`src/rtl/mrcc_pkg.sv`:
```
// Shared types, constants and the sigmoid table function for the region contrast classifier.
package mrcc_pkg;

  localparam int unsigned SAMPLE_W  = 16;
  localparam int unsigned DIFF_W    = 17;
  localparam int unsigned PROB_W    = 16;
  localparam int unsigned MASK_W    = 8;
  localparam int unsigned MEAN_Q_W  = 17;
  localparam int unsigned CFG_IDX_W = 2;
  localparam int unsigned IN_DATA_W = 32;
  localparam int unsigned OUT_DATA_W = 104;
  localparam int unsigned OUT_USER_W = 2;

  localparam logic [CFG_IDX_W-1:0] REG_CLUTTER_FLOOR = 2'd0;
  localparam logic [CFG_IDX_W-1:0] REG_LOW_CONTRAST  = 2'd1;
  localparam logic [CFG_IDX_W-1:0] REG_HIGH_CONTRAST = 2'd2;

  localparam logic signed [SAMPLE_W-1:0] CLUTTER_FLOOR_RST = -16'sd5376;
  localparam logic signed [SAMPLE_W-1:0] LOW_CONTRAST_RST  = 16'sd896;
  localparam logic signed [SAMPLE_W-1:0] HIGH_CONTRAST_RST = 16'sd1536;

  localparam logic [PROB_W-1:0] PROB_FLOOR          = 16'd32768;
  localparam logic [PROB_W-1:0] PROB_CEIL           = 16'd64881;
  localparam logic [PROB_W-1:0] PROB_LOOKALIKE_DARK = 16'd13107;
  localparam logic [PROB_W-1:0] PROB_LOOKALIKE_LOW  = 16'd22938;
  localparam logic [PROB_W-1:0] PROB_MID            = 16'd36045;

  // sigmoid center at 5.5 dB; index base is center minus half a 1/16 dB step
  localparam logic signed [DIFF_W-1:0] SIGMOID_CENTER   = 17'sd1408;
  localparam logic signed [DIFF_W-1:0] SIGMOID_IDX_BASE = 17'sd1400;

  localparam logic [31:0] EXP_STEP_Q32 = 32'd4085499269;

  typedef enum logic [2:0] {
    ST_ACCUM,
    ST_DIV_START,
    ST_DIV_WAIT,
    ST_CLASS,
    ST_EMIT
  } ctrl_state_e;

  typedef enum logic [1:0] {
    SEL_SLICK_CO,
    SEL_SLICK_CX,
    SEL_CLUTTER_CO
  } mean_sel_e;

  typedef struct packed {
    logic      acc_en;
    logic      div_start;
    mean_sel_e sel;
    logic      div_capture;
    logic      class_en;
    logic      load_out;
  } dp_cmd_t;

  typedef struct packed {
    logic empty;
    logic div_done;
  } dp_stat_t;

  // elaboration-time table entry: clamp(round(2^48 / (2^32 + E_idx)))
  function automatic logic [PROB_W-1:0] sig_entry(input int unsigned idx);
    logic [95:0] prod;
    logic [63:0] e;
    logic [63:0] den;
    logic [63:0] num;
    logic [64:0] rem;
    logic [63:0] q;
    int unsigned i;
    int b;
    e = 64'h1_0000_0000;
    for (i = 0; i < idx; i++) begin
      prod = {32'd0, e} * {64'd0, EXP_STEP_Q32};
      prod = prod + (96'd1 << 31);
      e    = prod[95:32];
    end
    den = 64'h1_0000_0000 + e;
    num = (64'd1 << 48) + (den >> 1);
    rem = '0;
    q   = '0;
    for (b = 63; b >= 0; b--) begin
      rem = {rem[63:0], num[b]};
      if (rem >= {1'b0, den}) begin
        rem  = rem - {1'b0, den};
        q[b] = 1'b1;
      end
    end
    if (q < 64'(PROB_FLOOR)) q = 64'(PROB_FLOOR);
    if (q > 64'(PROB_CEIL)) q = 64'(PROB_CEIL);
    return q[PROB_W-1:0];
  endfunction

endpackage

```
`src/rtl/masked_region_contrast_classifier_core.sv`:
```
// Top level of the masked region contrast classifier: pixel stream in, region profile out.
//
//  channel  | direction | handshake                     | payload
//  ---------+-----------+-------------------------------+------------------------------------
//  s_axis   | in        | s_axis_tvalid / s_axis_tready | tdata co/cross-pol, tuser mask, tlast
//  m_axis   | out       | m_axis_tvalid / m_axis_tready | tdata means/diffs/prob, tuser flags
//  cfg      | in        | cfg_valid_i / cfg_ready_o     | cfg_addr_i index, cfg_wdata_i value
//
// Pixels are taken one per cycle while the controller accumulates. After the last pixel of a frame intake stops
// for three mean divisions on one shared divider (start, 17 quotient steps, capture), then the
// differences, then classification and result load. With an empty class the divisions are
// skipped and intake stops only for the start and result load states. The result sits in an output register;
// intake resumes while it waits, and only the next last pixel's result waits for its slot.
// Reset clears the accumulators and loads the default thresholds.
module masked_region_contrast_classifier_core
  import mrcc_pkg::*;
#(
  parameter int unsigned PIXEL_COUNT_BITS    = 24,
  parameter int unsigned SIGMOID_TABLE_DEPTH = 128
) (
  input  logic                   clk_i,
  input  logic                   rst_ni,
  input  logic                   s_axis_tvalid,
  output logic                   s_axis_tready,
  input  logic [IN_DATA_W-1:0]   s_axis_tdata,   // copol_sample, crosspol_sample
  input  logic [MASK_W-1:0]      s_axis_tuser,   // mask_byte
  input  logic                   s_axis_tlast,
  output logic                   m_axis_tvalid,
  input  logic                   m_axis_tready,
  // slick_copol_mean, slick_crosspol_mean, clutter_copol_mean, contrast_ratio,
  // dual_pol_difference, probability, zero pad
  output logic [OUT_DATA_W-1:0]  m_axis_tdata,
  output logic [OUT_USER_W-1:0]  m_axis_tuser,   // look_alike, profile_valid
  input  logic                   cfg_valid_i,
  output logic                   cfg_ready_o,
  input  logic [CFG_IDX_W-1:0]   cfg_addr_i,
  input  logic [SAMPLE_W-1:0]    cfg_wdata_i
);

  dp_cmd_t  cmd;
  dp_stat_t stat;

  logic signed [SAMPLE_W-1:0] slick_copol_mean;
  logic signed [SAMPLE_W-1:0] slick_crosspol_mean;
  logic signed [SAMPLE_W-1:0] clutter_copol_mean;
  logic signed [DIFF_W-1:0]   contrast_ratio;
  logic signed [DIFF_W-1:0]   dual_pol_difference;
  logic                       look_alike;
  logic [PROB_W-1:0]          probability;
  logic                       profile_valid;

  assign cfg_ready_o = 1'b1;

  mrcc_ctrl u_ctrl (
    .clk_i      (clk_i),
    .rst_ni     (rst_ni),
    .in_valid_i (s_axis_tvalid),
    .in_last_i  (s_axis_tlast),
    .in_ready_o (s_axis_tready),
    .out_valid_o(m_axis_tvalid),
    .out_ready_i(m_axis_tready),
    .stat_i     (stat),
    .cmd_o      (cmd)
  );

  mrcc_datapath #(
    .PIXEL_COUNT_BITS   (PIXEL_COUNT_BITS),
    .SIGMOID_TABLE_DEPTH(SIGMOID_TABLE_DEPTH)
  ) u_datapath (
    .clk_i                (clk_i),
    .rst_ni               (rst_ni),
    .cmd_i                (cmd),
    .stat_o               (stat),
    .cfg_we_i             (cfg_valid_i && cfg_ready_o),
    .cfg_addr_i           (cfg_addr_i),
    .cfg_wdata_i          (cfg_wdata_i),
    .copol_i              (s_axis_tdata[15:0]),
    .crosspol_i           (s_axis_tdata[31:16]),
    .mask_i               (s_axis_tuser),
    .slick_copol_mean_o   (slick_copol_mean),
    .slick_crosspol_mean_o(slick_crosspol_mean),
    .clutter_copol_mean_o (clutter_copol_mean),
    .contrast_ratio_o     (contrast_ratio),
    .dual_pol_difference_o(dual_pol_difference),
    .look_alike_o         (look_alike),
    .probability_o        (probability),
    .profile_valid_o      (profile_valid)
  );

  assign m_axis_tdata = {6'd0, probability, dual_pol_difference, contrast_ratio,
                         clutter_copol_mean, slick_crosspol_mean, slick_copol_mean};
  assign m_axis_tuser = {profile_valid, look_alike};

endmodule

```
`src/rtl/mrcc_div.sv`:
```
// Shared restoring divider, one quotient bit per cycle while busy, quotient known to fit QUOT_W bits.
module mrcc_div #(
  parameter int unsigned NUM_W  = 41,
  parameter int unsigned DEN_W  = 26,
  parameter int unsigned QUOT_W = 17
) (
  input  logic              clk_i,
  input  logic              rst_ni,
  input  logic              start_i,
  input  logic [NUM_W-1:0]  num_i,
  input  logic [DEN_W-1:0]  den_i,
  output logic              done_o,
  output logic [QUOT_W-1:0] quot_o
);

  localparam int unsigned STEP_W = $clog2(QUOT_W + 1);

  logic [DEN_W-1:0]  rem_q, rem_d;
  logic [DEN_W-1:0]  den_q, den_d;
  logic [QUOT_W-1:0] low_q, low_d;
  logic [QUOT_W-1:0] quot_q, quot_d;
  logic [STEP_W-1:0] step_q, step_d;
  logic              busy_q, busy_d;
  logic              done_q, done_d;
  logic [DEN_W:0]    trial;
  logic [DEN_W:0]    diff;
  logic              fits;

  assign trial = {rem_q, low_q[QUOT_W-1]};
  assign diff  = trial - {1'b0, den_q};
  assign fits  = trial >= {1'b0, den_q};

  always_comb begin
    rem_d  = rem_q;
    den_d  = den_q;
    low_d  = low_q;
    quot_d = quot_q;
    step_d = step_q;
    busy_d = busy_q;
    done_d = 1'b0;
    if (start_i) begin
      rem_d  = DEN_W'(num_i[NUM_W-1:QUOT_W]);
      low_d  = num_i[QUOT_W-1:0];
      den_d  = den_i;
      step_d = STEP_W'(QUOT_W);
      busy_d = 1'b1;
    end else if (busy_q) begin
      rem_d  = fits ? diff[DEN_W-1:0] : trial[DEN_W-1:0];
      low_d  = {low_q[QUOT_W-2:0], 1'b0};
      quot_d = {quot_q[QUOT_W-2:0], fits};
      step_d = step_q - STEP_W'(1);
      busy_d = (step_q != STEP_W'(1));
      done_d = (step_q == STEP_W'(1));
    end
  end

  always_ff @(posedge clk_i or negedge rst_ni) begin
    if (!rst_ni) begin
      step_q <= '0;
      busy_q <= 1'b0;
      done_q <= 1'b0;
    end else begin
      step_q <= step_d;
      busy_q <= busy_d;
      done_q <= done_d;
    end
  end

  always_ff @(posedge clk_i) begin
    rem_q  <= rem_d;
    den_q  <= den_d;
    low_q  <= low_d;
    quot_q <= quot_d;
  end

  assign done_o = done_q;
  assign quot_o = quot_q;

endmodule

```
`src/rtl/mrcc_datapath.sv`:
```
// Datapath: class accumulators, config registers, mean division, thresholds and result register.
module mrcc_datapath
  import mrcc_pkg::*;
#(
  parameter int unsigned PIXEL_COUNT_BITS    = 24,
  parameter int unsigned SIGMOID_TABLE_DEPTH = 128
) (
  input  logic                        clk_i,
  input  logic                        rst_ni,
  input  dp_cmd_t                     cmd_i,
  output dp_stat_t                    stat_o,
  input  logic                        cfg_we_i,
  input  logic [CFG_IDX_W-1:0]        cfg_addr_i,
  input  logic signed [SAMPLE_W-1:0]  cfg_wdata_i,
  input  logic signed [SAMPLE_W-1:0]  copol_i,
  input  logic signed [SAMPLE_W-1:0]  crosspol_i,
  input  logic [MASK_W-1:0]           mask_i,
  output logic signed [SAMPLE_W-1:0]  slick_copol_mean_o,
  output logic signed [SAMPLE_W-1:0]  slick_crosspol_mean_o,
  output logic signed [SAMPLE_W-1:0]  clutter_copol_mean_o,
  output logic signed [DIFF_W-1:0]    contrast_ratio_o,
  output logic signed [DIFF_W-1:0]    dual_pol_difference_o,
  output logic                        look_alike_o,
  output logic [PROB_W-1:0]           probability_o,
  output logic                        profile_valid_o
);

  localparam int unsigned CNT_W     = PIXEL_COUNT_BITS + 1;
  localparam int unsigned SUM_W     = PIXEL_COUNT_BITS + SAMPLE_W;
  localparam int unsigned NUM_W     = SUM_W + 1;
  localparam int unsigned DEN_W     = CNT_W + 1;
  localparam int unsigned TAB_IDX_W = $clog2(SIGMOID_TABLE_DEPTH);
  localparam int unsigned SIG_OFF_W = DIFF_W - 4;

  // config registers
  logic signed [SAMPLE_W-1:0] floor_q, low_lim_q, high_lim_q;

  always_ff @(posedge clk_i or negedge rst_ni) begin
    if (!rst_ni) begin
      floor_q    <= CLUTTER_FLOOR_RST;
      low_lim_q  <= LOW_CONTRAST_RST;
      high_lim_q <= HIGH_CONTRAST_RST;
    end else if (cfg_we_i) begin
      case (cfg_addr_i)
        REG_CLUTTER_FLOOR: floor_q    <= cfg_wdata_i;
        REG_LOW_CONTRAST:  low_lim_q  <= cfg_wdata_i;
        REG_HIGH_CONTRAST: high_lim_q <= cfg_wdata_i;
        default: ;
      endcase
    end
  end

  // accumulators
  logic signed [SUM_W-1:0] s_co_q, s_co_d, s_cx_q, s_cx_d, c_co_q, c_co_d;
  logic [CNT_W-1:0]        s_cnt_q, s_cnt_d, c_cnt_q, c_cnt_d;
  logic                    is_slick;

  assign is_slick = |mask_i;

  always_comb begin
    s_co_d  = s_co_q;
    s_cx_d  = s_cx_q;
    c_co_d  = c_co_q;
    s_cnt_d = s_cnt_q;
    c_cnt_d = c_cnt_q;
    if (cmd_i.load_out) begin
      s_co_d  = '0;
      s_cx_d  = '0;
      c_co_d  = '0;
      s_cnt_d = '0;
      c_cnt_d = '0;
    end else if (cmd_i.acc_en) begin
      // counts saturate at 2^PIXEL_COUNT_BITS (top bit set)
      if (is_slick) begin
        if (!s_cnt_q[CNT_W-1]) begin
          s_co_d  = s_co_q + SUM_W'(copol_i);
          s_cx_d  = s_cx_q + SUM_W'(crosspol_i);
          s_cnt_d = s_cnt_q + CNT_W'(1);
        end
      end else if (!c_cnt_q[CNT_W-1]) begin
        c_co_d  = c_co_q + SUM_W'(copol_i);
        c_cnt_d = c_cnt_q + CNT_W'(1);
      end
    end
  end

  always_ff @(posedge clk_i or negedge rst_ni) begin
    if (!rst_ni) begin
      s_co_q  <= '0;
      s_cx_q  <= '0;
      c_co_q  <= '0;
      s_cnt_q <= '0;
      c_cnt_q <= '0;
    end else begin
      s_co_q  <= s_co_d;
      s_cx_q  <= s_cx_d;
      c_co_q  <= c_co_d;
      s_cnt_q <= s_cnt_d;
      c_cnt_q <= c_cnt_d;
    end
  end

  // divider operands: |s|/c rounded half away from zero = (2|s| + c) / 2c
  logic signed [SUM_W-1:0] sel_sum;
  logic [CNT_W-1:0]        sel_cnt;
  logic [NUM_W-1:0]        two_sum;
  logic [NUM_W-1:0]        cnt_ext;
  logic [NUM_W-1:0]        div_num;
  logic [DEN_W-1:0]        div_den;
  logic                    div_done;
  logic [MEAN_Q_W-1:0]     quot;
  logic                    neg_q;

  always_comb begin
    case (cmd_i.sel)
      SEL_SLICK_CO: begin
        sel_sum = s_co_q;
        sel_cnt = s_cnt_q;
      end
      SEL_SLICK_CX: begin
        sel_sum = s_cx_q;
        sel_cnt = s_cnt_q;
      end
      SEL_CLUTTER_CO: begin
        sel_sum = c_co_q;
        sel_cnt = c_cnt_q;
      end
      default: begin
        sel_sum = c_co_q;
        sel_cnt = c_cnt_q;
      end
    endcase
  end

  assign two_sum = {sel_sum, 1'b0};
  assign cnt_ext = NUM_W'(sel_cnt);
  assign div_num = sel_sum[SUM_W-1] ? (cnt_ext - two_sum) : (two_sum + cnt_ext);
  assign div_den = {sel_cnt, 1'b0};

  always_ff @(posedge clk_i) begin
    if (cmd_i.div_start) neg_q <= sel_sum[SUM_W-1];
  end

  mrcc_div #(
    .NUM_W (NUM_W),
    .DEN_W (DEN_W),
    .QUOT_W(MEAN_Q_W)
  ) u_div (
    .clk_i  (clk_i),
    .rst_ni (rst_ni),
    .start_i(cmd_i.div_start),
    .num_i  (div_num),
    .den_i  (div_den),
    .done_o (div_done),
    .quot_o (quot)
  );

  // means
  logic [MEAN_Q_W-1:0]        mean_full;
  logic signed [SAMPLE_W-1:0] sm_q, sx_q, cm_q;

  assign mean_full = neg_q ? (MEAN_Q_W'(0) - quot) : quot;

  always_ff @(posedge clk_i) begin
    if (cmd_i.div_capture) begin
      case (cmd_i.sel)
        SEL_SLICK_CO:   sm_q <= mean_full[SAMPLE_W-1:0];
        SEL_SLICK_CX:   sx_q <= mean_full[SAMPLE_W-1:0];
        SEL_CLUTTER_CO: cm_q <= mean_full[SAMPLE_W-1:0];
        default: ;
      endcase
    end
  end

  // differences
  logic signed [DIFF_W-1:0] contrast_q, dpd_q;

  always_ff @(posedge clk_i) begin
    if (cmd_i.class_en) begin
      contrast_q <= DIFF_W'(cm_q) - DIFF_W'(sm_q);
      dpd_q      <= DIFF_W'(sm_q) - DIFF_W'(sx_q);
    end
  end

  // sigmoid table
  logic [PROB_W-1:0] sig_tab [SIGMOID_TABLE_DEPTH];

  for (genvar g = 0; g < SIGMOID_TABLE_DEPTH; g++) begin : g_tab
    localparam logic [PROB_W-1:0] Entry = sig_entry(g);
    assign sig_tab[g] = Entry;
  end

  // classification
  logic signed [DIFF_W-1:0] sig_off;
  logic [SIG_OFF_W-1:0]     sig_idx;
  logic [PROB_W-1:0]        sig_prob;
  logic                     look;
  logic [PROB_W-1:0]        prob;

  assign sig_off = contrast_q - SIGMOID_IDX_BASE;
  assign sig_idx = sig_off[DIFF_W-1:4];

  always_comb begin
    if (contrast_q < SIGMOID_CENTER) begin
      sig_prob = PROB_FLOOR;
    end else if (sig_idx >= SIG_OFF_W'(SIGMOID_TABLE_DEPTH)) begin
      sig_prob = PROB_CEIL;
    end else begin
      sig_prob = sig_tab[sig_idx[TAB_IDX_W-1:0]];
    end
  end

  always_comb begin
    look = 1'b0;
    prob = PROB_MID;
    if (cm_q < floor_q) begin
      look = 1'b1;
      prob = PROB_LOOKALIKE_DARK;
    end else if (contrast_q < DIFF_W'(low_lim_q)) begin
      look = 1'b1;
      prob = PROB_LOOKALIKE_LOW;
    end else if (contrast_q >= DIFF_W'(high_lim_q)) begin
      prob = sig_prob;
    end
  end

  // result register
  logic empty;

  assign empty = (s_cnt_q == '0) || (c_cnt_q == '0);

  always_ff @(posedge clk_i) begin
    if (cmd_i.load_out) begin
      if (empty) begin
        slick_copol_mean_o    <= '0;
        slick_crosspol_mean_o <= '0;
        clutter_copol_mean_o  <= '0;
        contrast_ratio_o      <= '0;
        dual_pol_difference_o <= '0;
        look_alike_o          <= 1'b0;
        probability_o         <= '0;
        profile_valid_o       <= 1'b0;
      end else begin
        slick_copol_mean_o    <= sm_q;
        slick_crosspol_mean_o <= sx_q;
        clutter_copol_mean_o  <= cm_q;
        contrast_ratio_o      <= contrast_q;
        dual_pol_difference_o <= dpd_q;
        look_alike_o          <= look;
        probability_o         <= prob;
        profile_valid_o       <= 1'b1;
      end
    end
  end

  assign stat_o.empty    = empty;
  assign stat_o.div_done = div_done;

endmodule

```
`src/rtl/mrcc_ctrl.sv`:
```
// Controller: pixel intake, division sequencing and result handshake.
module mrcc_ctrl
  import mrcc_pkg::*;
(
  input  logic     clk_i,
  input  logic     rst_ni,
  input  logic     in_valid_i,
  input  logic     in_last_i,
  output logic     in_ready_o,
  output logic     out_valid_o,
  input  logic     out_ready_i,
  input  dp_stat_t stat_i,
  output dp_cmd_t  cmd_o
);

  ctrl_state_e state_q, state_d;
  mean_sel_e   sel_q, sel_d;
  logic        out_valid_q, out_valid_d;
  logic        in_take;
  logic        slot_free;

  assign in_take   = in_valid_i && (state_q == ST_ACCUM);
  assign slot_free = !out_valid_q || out_ready_i;

  function automatic mean_sel_e next_sel(input mean_sel_e s);
    case (s)
      SEL_SLICK_CO: return SEL_SLICK_CX;
      SEL_SLICK_CX: return SEL_CLUTTER_CO;
      default:      return SEL_SLICK_CO;
    endcase
  endfunction

  always_comb begin
    state_d = state_q;
    sel_d   = sel_q;
    case (state_q)
      ST_ACCUM: begin
        sel_d = SEL_SLICK_CO;
        if (in_take && in_last_i) state_d = ST_DIV_START;
      end
      ST_DIV_START: begin
        state_d = stat_i.empty ? ST_EMIT : ST_DIV_WAIT;
      end
      ST_DIV_WAIT: begin
        if (stat_i.div_done) begin
          if (sel_q == SEL_CLUTTER_CO) begin
            state_d = ST_CLASS;
          end else begin
            sel_d   = next_sel(sel_q);
            state_d = ST_DIV_START;
          end
        end
      end
      ST_CLASS: state_d = ST_EMIT;
      ST_EMIT: begin
        if (slot_free) state_d = ST_ACCUM;
      end
      default: state_d = ST_ACCUM;
    endcase
  end

  always_comb begin
    cmd_o             = '0;
    cmd_o.sel         = sel_q;
    in_ready_o        = 1'b0;
    out_valid_d       = out_valid_q && !out_ready_i;
    case (state_q)
      ST_ACCUM: begin
        in_ready_o   = 1'b1;
        cmd_o.acc_en = in_take;
      end
      ST_DIV_START: cmd_o.div_start = !stat_i.empty;
      ST_DIV_WAIT:  cmd_o.div_capture = stat_i.div_done;
      ST_CLASS:     cmd_o.class_en = 1'b1;
      ST_EMIT: begin
        cmd_o.load_out = slot_free;
        if (slot_free) out_valid_d = 1'b1;
      end
      default: ;
    endcase
  end

  always_ff @(posedge clk_i or negedge rst_ni) begin
    if (!rst_ni) begin
      state_q     <= ST_ACCUM;
      sel_q       <= SEL_SLICK_CO;
      out_valid_q <= 1'b0;
    end else begin
      state_q     <= state_d;
      sel_q       <= sel_d;
      out_valid_q <= out_valid_d;
    end
  end

  assign out_valid_o = out_valid_q;

endmodule
```
`config.mk`:
```
export PLATFORM = sky130hd
export DESIGN_NAME = masked_region_contrast_classifier_core
export DESIGN_NICKNAME = d
export VERILOG_FILES = /design/src/rtl/mrcc_pkg.sv /design/src/rtl/masked_region_contrast_classifier_core.sv /design/src/rtl/mrcc_div.sv /design/src/rtl/mrcc_datapath.sv /design/src/rtl/mrcc_ctrl.sv
export SDC_FILE = /design/constraint.sdc
export NUM_CORES = 1
export LEC_CHECK = 0
export BUFFER_PORTS_ARGS = -buffer_cell sky130_fd_sc_hd__buf_2
export CAP_MARGIN = 25
export CORE_AREA = 8 8 330 332
export DETAILED_ROUTE_END_ITERATION = 6
export DIE_AREA = 0 0 338 340
export PLACE_DENSITY_LB_ADDON = 0.08
export SETUP_SLACK_MARGIN = 0.2
export SLEW_MARGIN = 20
export SYNTH_ARGS = -nofsm -noshare
export SYNTH_HDL_FRONTEND = slang
export SYNTH_HIERARCHICAL = 1
export SYNTH_SLANG_ARGS = --single-unit
```
`constraint.sdc`:
```
create_clock -name clk_i -period 6.1 [get_ports clk_i]
set_input_delay 1.22 -clock clk_i [delete_from_list [all_inputs] [get_ports clk_i]]
set_output_delay 1.22 -clock clk_i [all_outputs]
set_load 0.01 [all_outputs]
```
==> results_dict.tcl, run 1 <==
set metrics [dict create \
    io_buffers 165 \
    numCtsBuffers 66 \
    crit_required_ps 6490 \
    clkSinkCount 499 \
    final_hold_viol_count 0 \
    net-switching-power_mw 5.07 \
    power_frac_comb_pct 38.7 \
    io_pins 173 \
    crit_path_max_fanout 11 \
    clk_root_buffer_cell "sky130_fd_sc_hd__clkbuf_16" \
    route.detailed.drc 0 \
    dp.final_hpwl_um 81200 \
    setup_viol 0 \
    timing.max_slew.rel_slack_pct 34.3 \
    floorplan.initialDensity_pct 34.5 \
    swShare_pct 37.5 \
    wl_met1_um 50700 \
    areaGrowthSynthToFinish_pct 12.7 \
    finalWeightedCongestion 0.846 \
    drv_cap 0 \
    max_freq_ghz 0.182 \
    final_cells 5426 \
    fin_skew_ps 20.1 \
    die-area_sq_um 115000 \
    outcome "finished clean" \
    synthesis.instances 3874 \
    final_count_of_pins_violating_max_slew 0 \
    wl_met3_um 5310 \
    grt_start_max_net_pins 175 \
    power.density_cell_area_nw_per_um2 334 \
    finalWirelength_um 110000 \
    routed_via_density 5.37 \
    routedWlPerCell_um 20.3 \
    grt_pass1_vias 28933 \
    number_of_antenna_violations_at_the_first_check_in_global_routing 3 \
    dr_total_vias 29135 \
    globalRouteOverflowTotal 0 \
    crit_path_end_kind "flop" \
    hold_path.class "input pin to async pin" \
    timing.setup.tns_ps 0 \
    seq_power_share_pct 32.4 \
    drt-pass1-iter-count 5 \
    p_clk_share_pct 29.0 \
    htree_levels 3 \
    core_region_area_sq_um 104000 \
    worstPathArrival_ps 5890 \
    placed_insts 5300 \
    rsz_0062_raised_after_global_routing "false" \
    synthesis.area_sq_um 36000 \
    synthesis.yosys.warnings 6 \
    first_pass_grt_wire_length_um 171000 \
    period_minus_slack_ps 5500 \
    crit_type "flop to flop" \
    dieWidth_um 338 \
    cts.reportedPaths.clkPinSlew_ps 60 \
    route.top_layer_used "met4" \
    power.internal_mw 8.45 \
    finish.net_count 4338 \
    p_leak_nw 17.1 \
    rows 119 \
    first_iter_violations 1904 \
    gr-usage-all-layers_pct 18.6 \
    worst_ir_drop_vdd_mv 0.179 \
    die_y_um 340 \
    whs_ps 500 \
    syn_avg_cell_area_sq_um 9.28 \
    worstMarginPinSlew_ps 982 \
    layout_worst_path_cycle_share_pct 90.2 \
    worstSetupStartpointType "flop" \
    worst_skew_pair.late_latency_ps 640 \
    cts_tree "yes" \
    clk_path_buf_depth 3 \
    antenna_left 0 \
    dr_wl_met2_um 51400 \
    drive_above_1_share_pct 12.8 \
]
## power groups by stage
stage	Combinational (mW)	Clock [mW]	Sequential, mW
2_1_floorplan	4.03	0	4.26
3_3_place_gp	5.22	0	4.45
3_5_place_dp	5.20	0	4.46
4_1_cts	5.23	4.06	4.39
5_1_grt	5.86	4.18	4.42
6_report	5.23	3.92	4.38
## through the flow
stage          utilization [%]  power [mW]  worst slack, ps  area (sq um)
3_5_place_dp              36.8        9.65              315         38300
5_1_grt                   38.9        14.5              187         40500
4_1_cts                   38.9        13.7              318         40400
6_report                  38.9        13.5              600         40500
3_3_place_gp              36.8        9.68              362         38300
2_1_floorplan                -        8.29              395         36000
## worst paths after layout
check,endpoint,from,cells after the start,slack (ps)
min in group clk_i,u_datapath/high_lim_q[15],u_datapath/high_lim_q[15],1,500
max in group asynchronous,u_ctrl/sel_q[0],rst_ni,2,4290
hold / removal,u_datapath/s_cnt_q[8],rst_ni,1,500
setup / recovery,u_datapath/u_div/rem_q[18],u_ctrl/sel_q[0],20,600
setup reg to reg,u_datapath/u_div/rem_q[18],u_ctrl/sel_q[0],20,600
hold reg to reg,u_datapath/high_lim_q[15],u_datapath/high_lim_q[15],1,500
## sequential cells by signal, summed over array words and instances (netlist names), 17 cells and up
register / flops
u_datapath/c_cnt_q: 25
u_datapath/c_co_q: 40
u_datapath/contrast_q: 17
u_datapath/contrast_ratio_o: 17
u_datapath/dpd_q: 17
u_datapath/dual_pol_difference_o: 17
u_datapath/s_cnt_q: 25
u_datapath/s_co_q: 40
u_datapath/s_cx_q: 40
u_datapath/u_div/den_q: 26
u_datapath/u_div/low_q: 17
u_datapath/u_div/rem_q: 26
## layout by cell type, fill, tap and decap left out, types with 47 or more instances in the layout
cell and count:
sky130_fd_sc_hd__a21o_1 108, sky130_fd_sc_hd__a21oi_1 340, sky130_fd_sc_hd__a31oi_1 47, sky130_fd_sc_hd__and2_1 69
sky130_fd_sc_hd__buf_2 165, sky130_fd_sc_hd__clkbuf_16 66, sky130_fd_sc_hd__dfrtp_1 218, sky130_fd_sc_hd__edfxtp_1 266
sky130_fd_sc_hd__ha_1 286, sky130_fd_sc_hd__inv_1 199, sky130_fd_sc_hd__mux2_2 100, sky130_fd_sc_hd__nand2_1 393
sky130_fd_sc_hd__nand3_1 89, sky130_fd_sc_hd__nand4_1 59, sky130_fd_sc_hd__nor2_1 285, sky130_fd_sc_hd__nor3_1 75
sky130_fd_sc_hd__o21ai_0 194, sky130_fd_sc_hd__xnor2_1 150, sky130_fd_sc_hd__xor2_1 97
## per-layer routing
layer	vias to the layer above	GRT usage, %
li1	14358	-
met4	0	5.34
met2	634	31.1
met1	14008	25.0
met3	135	2.70
met5	-	0
## critical path, stage by stage, from the launching register on
cell and delay, ps:
sky130_fd_sc_hd__dfrtp_2 530, sky130_fd_sc_hd__buf_4 240, sky130_fd_sc_hd__mux2_2 340, sky130_fd_sc_hd__mux2i_1 420
sky130_fd_sc_hd__nand4_2 290, sky130_fd_sc_hd__nor4_4 320, sky130_fd_sc_hd__buf_4 230, sky130_fd_sc_hd__and2_1 130
sky130_fd_sc_hd__buf_4 150, sky130_fd_sc_hd__a21oi_1 90, sky130_fd_sc_hd__xor2_1 170, sky130_fd_sc_hd__ha_1 400
sky130_fd_sc_hd__nand4_1 220, sky130_fd_sc_hd__a21oi_1 70, sky130_fd_sc_hd__a2111oi_1 570, sky130_fd_sc_hd__o31ai_4 190
sky130_fd_sc_hd__nand3_2 160, sky130_fd_sc_hd__or4_4 170, sky130_fd_sc_hd__nor2_1 50, sky130_fd_sc_hd__xnor2_1 140
sky130_fd_sc_hd__a221o_1 360
## area by class of cell
type,instances,area (sq um)
fillers,10543,63600
multi-input cells,2992,20700
flip-flops and latches,499,13800
clock buffers,94,1810
well taps,1391,1740
repair buffers,218,1300
inverters,204,768
clock inverters,26,350
diodes,2,5.00
## timing repair
item,CTS,global route
hold buffers,0,0
setup buffers,0,2
resized for setup,0,7
setup endpoints to repair,0,4
No activity file was read; power rests on OpenSTA's default activity.
==> run 2: changes to the inputs <==
RECOVER_POWER = 50   (was unset)
clock period = 6.2 ns   (was 6.1 ns; I/O delays follow)
==> results_dict.tcl, run 2 (synthesized netlist as in run 1, its figures left out) <==
set metrics [dict create \
    outcome "complete, but fails checks" \
    violations "capacitance limit, slew limit" \
    io_pins 173 \
    antenna_left 0 \
    critPathLaunch "u_ctrl/sel_q[0]" \
    drv_cap 4 \
    worst_skew_pair.late_latency_ps 650 \
    cts.reportedPaths.clkPinSlew_ps 60 \
    layout_worst_path_cycle_share_pct 91.0 \
    crit_path_max_fanout 18 \
    dp.final_hpwl_um 81300 \
    hold_path.class "flop to flop" \
    ff2ff_path_depth 17 \
    worstPathArrival_ps 6030 \
    worst_ir_drop_vdd_mv 0.232 \
    grt_start_max_net_pins 178 \
    dieWidth_um 338 \
    setup_viol 0 \
    die-area_sq_um 115000 \
    whs_path_depth 1 \
    layout.cells.most_common_list "sky130_fd_sc_hd__nand2_1, sky130_fd_sc_hd__a21oi_1, sky130_fd_sc_hd__nor2_1, sky130_fd_sc_hd__ha_1, sky130_fd_sc_hd__edfxtp_1" \
    timing.hold.worst.start "u_datapath/high_lim_q[12]" \
    first_pass_grt_wire_length_um 170000 \
    grt_pass1_vias 28764 \
    path_delay_family "simple AND/OR/NAND/NOR gates" \
    drive_above_1_share_pct 9.99 \
    max_freq_ghz 0.177 \
    regToRegSetupSlack_ps 560 \
    finalPower_mw 13.2 \
    period_minus_slack_ps 5640 \
    cp_num_buf_inv 2 \
    die_y_um 340 \
    first_iter_violations 1983 \
    gr-usage-all-layers_pct 18.6 \
    globalRouteOverflowTotal 0 \
    crit_path_cell_trace "buf_4 -> mux2_2 -> mux2i_1 -> nand4_2 -> nor4_4 -> buf_4 -> and2_1 -> a21oi_1 -> xor2_1 -> ha_1 -> nand4_1 -> o31ai_2 -> nand3_2 -> or4_4 -> nor2_1 -> xnor2_1 -> a221o_1" \
    finalWeightedCongestion 0.851 \
    timing.max_slew.rel_slack_pct -194 \
    crit_required_ps 6590 \
    floorplan.initialDensity_pct 34.5 \
    numCtsBuffers 66 \
    number_of_antenna_violations_at_the_first_check_in_global_routing 4 \
    layout.cells.most_common "sky130_fd_sc_hd__nand2_1" \
    final_hold_viol_count 0 \
    clk_root_buffer_cell "sky130_fd_sc_hd__clkbuf_16" \
    route.detailed.drc 0 \
    dr_total_vias 29277 \
    rows 119 \
    fin_skew_ps 31.5 \
    cts_tree "yes" \
    crit_type "flop to flop" \
    timing.setup.tns_ps 0 \
    htree_levels 3 \
    p_leak_nw 16.8 \
    rsz_0062_raised_after_global_routing "false" \
    critical_path.reg2reg.startpoint "u_ctrl/sel_q[0]" \
    reg.largest.list "u_datapath/c_co_q (40), u_datapath/s_co_q (40), u_datapath/s_cx_q (40)" \
    drt-pass1-iter-count 6 \
    cp_common_cell "sky130_fd_sc_hd__buf_4" \
    power.density_cell_area_nw_per_um2 328 \
    routed_via_density 5.40 \
    clkSinkCount 499 \
    critical_path.reg2reg.endpoint "u_datapath/u_div/rem_q[18]" \
    core_region_area_sq_um 104000 \
    finalWirelength_um 110000 \
    final_count_of_pins_violating_max_slew 360 \
    areaGrowthSynthToFinish_pct 12.0 \
    worstSetupStartpointType "flop" \
    critPathSlowestCell "sky130_fd_sc_hd__dfrtp_2" \
    routedWlPerCell_um 20.3 \
    clk_path_buf_depth 3 \
    cp_slowest_stage_delay_ps 500 \
    finish.net_count 4332 \
    io_buffers 165 \
    hold_end "u_datapath/high_lim_q[12]" \
    crit_path_end_kind "flop" \
    worstMarginPinSlew_ps 4410 \
]
## run 2: cell types whose count changed in the layout (fill, tap and decap cells not counted), sizes merged
cell / previous run / this run
clkinv: 17 / 16
buf: 218 / 133
diode: 2 / 1
clkinvlp: 2 / 3
bufinv: 5 / 3
clkbuf: 94 / 173
## run 2: cell type report
| class | count | area (sq um) |
|---|---|---|
| diodes | 1 | 2.50 |
| clock buffers | 94 | 1850 |
| clock inverters | 24 | 289 |
| fillers | 10537 | 63800 |
| inverters | 204 | 768 |
| multi-input cells | 2992 | 20700 |
| flip-flops and latches | 499 | 13800 |
| well taps | 1391 | 1740 |
| repair buffers | 212 | 1110 |
## run 2: through the flow
| stage | util, % | hold WS [ps] | worst slack (ps) | cells | area (sq um) |
|---|---|---|---|---|---|
| after global routing | 38.7 | 510 | 217 | 5416 | 40300 |
| after floorplan | - | 465 | 495 | 3879 | 36000 |
| after global placement | 36.7 | 487 | 366 | 5293 | 38200 |
| after CTS | 38.8 | 505 | 358 | 5413 | 40400 |
| after detailed placement | 36.8 | 493 | 372 | 5295 | 38300 |
| final | 38.7 | 501 | 560 | 5417 | 40300 |
## run 2: where the power goes
part	internal (mW)	switching, mW
sequential	3.93	0.394
combinational	2.12	3.00
clock	2.22	1.55
## run 2: worst max-delay path by stage
stage,cells past startpoint,slack [ps],end
floorplan,14,490,u_datapath/u_div/low_q[0]
global placement,18,370,u_datapath/u_div/rem_q[18]
detailed placement,18,370,u_datapath/u_div/rem_q[18]
CTS,18,360,u_datapath/u_div/rem_q[18]
global route,17,220,u_datapath/u_div/rem_q[18]
finish,17,560,u_datapath/u_div/rem_q[18]
## run 2: metal layers
layer  routed length, um  track usage [%]  up-vias
met5                   0                0        -
met4                3080             5.46        0
li1                    -                -    14372
met2               51200             30.5      653
met3                4870             2.84      159
met1               50600             25.1    14093
## run 2: timing repair
item / CTS / global route
resized for setup: 0 / 4
hold buffers: 0 / 0
endpoints found under the setup margin: 0 / 4
buffers inserted: 0 / 3
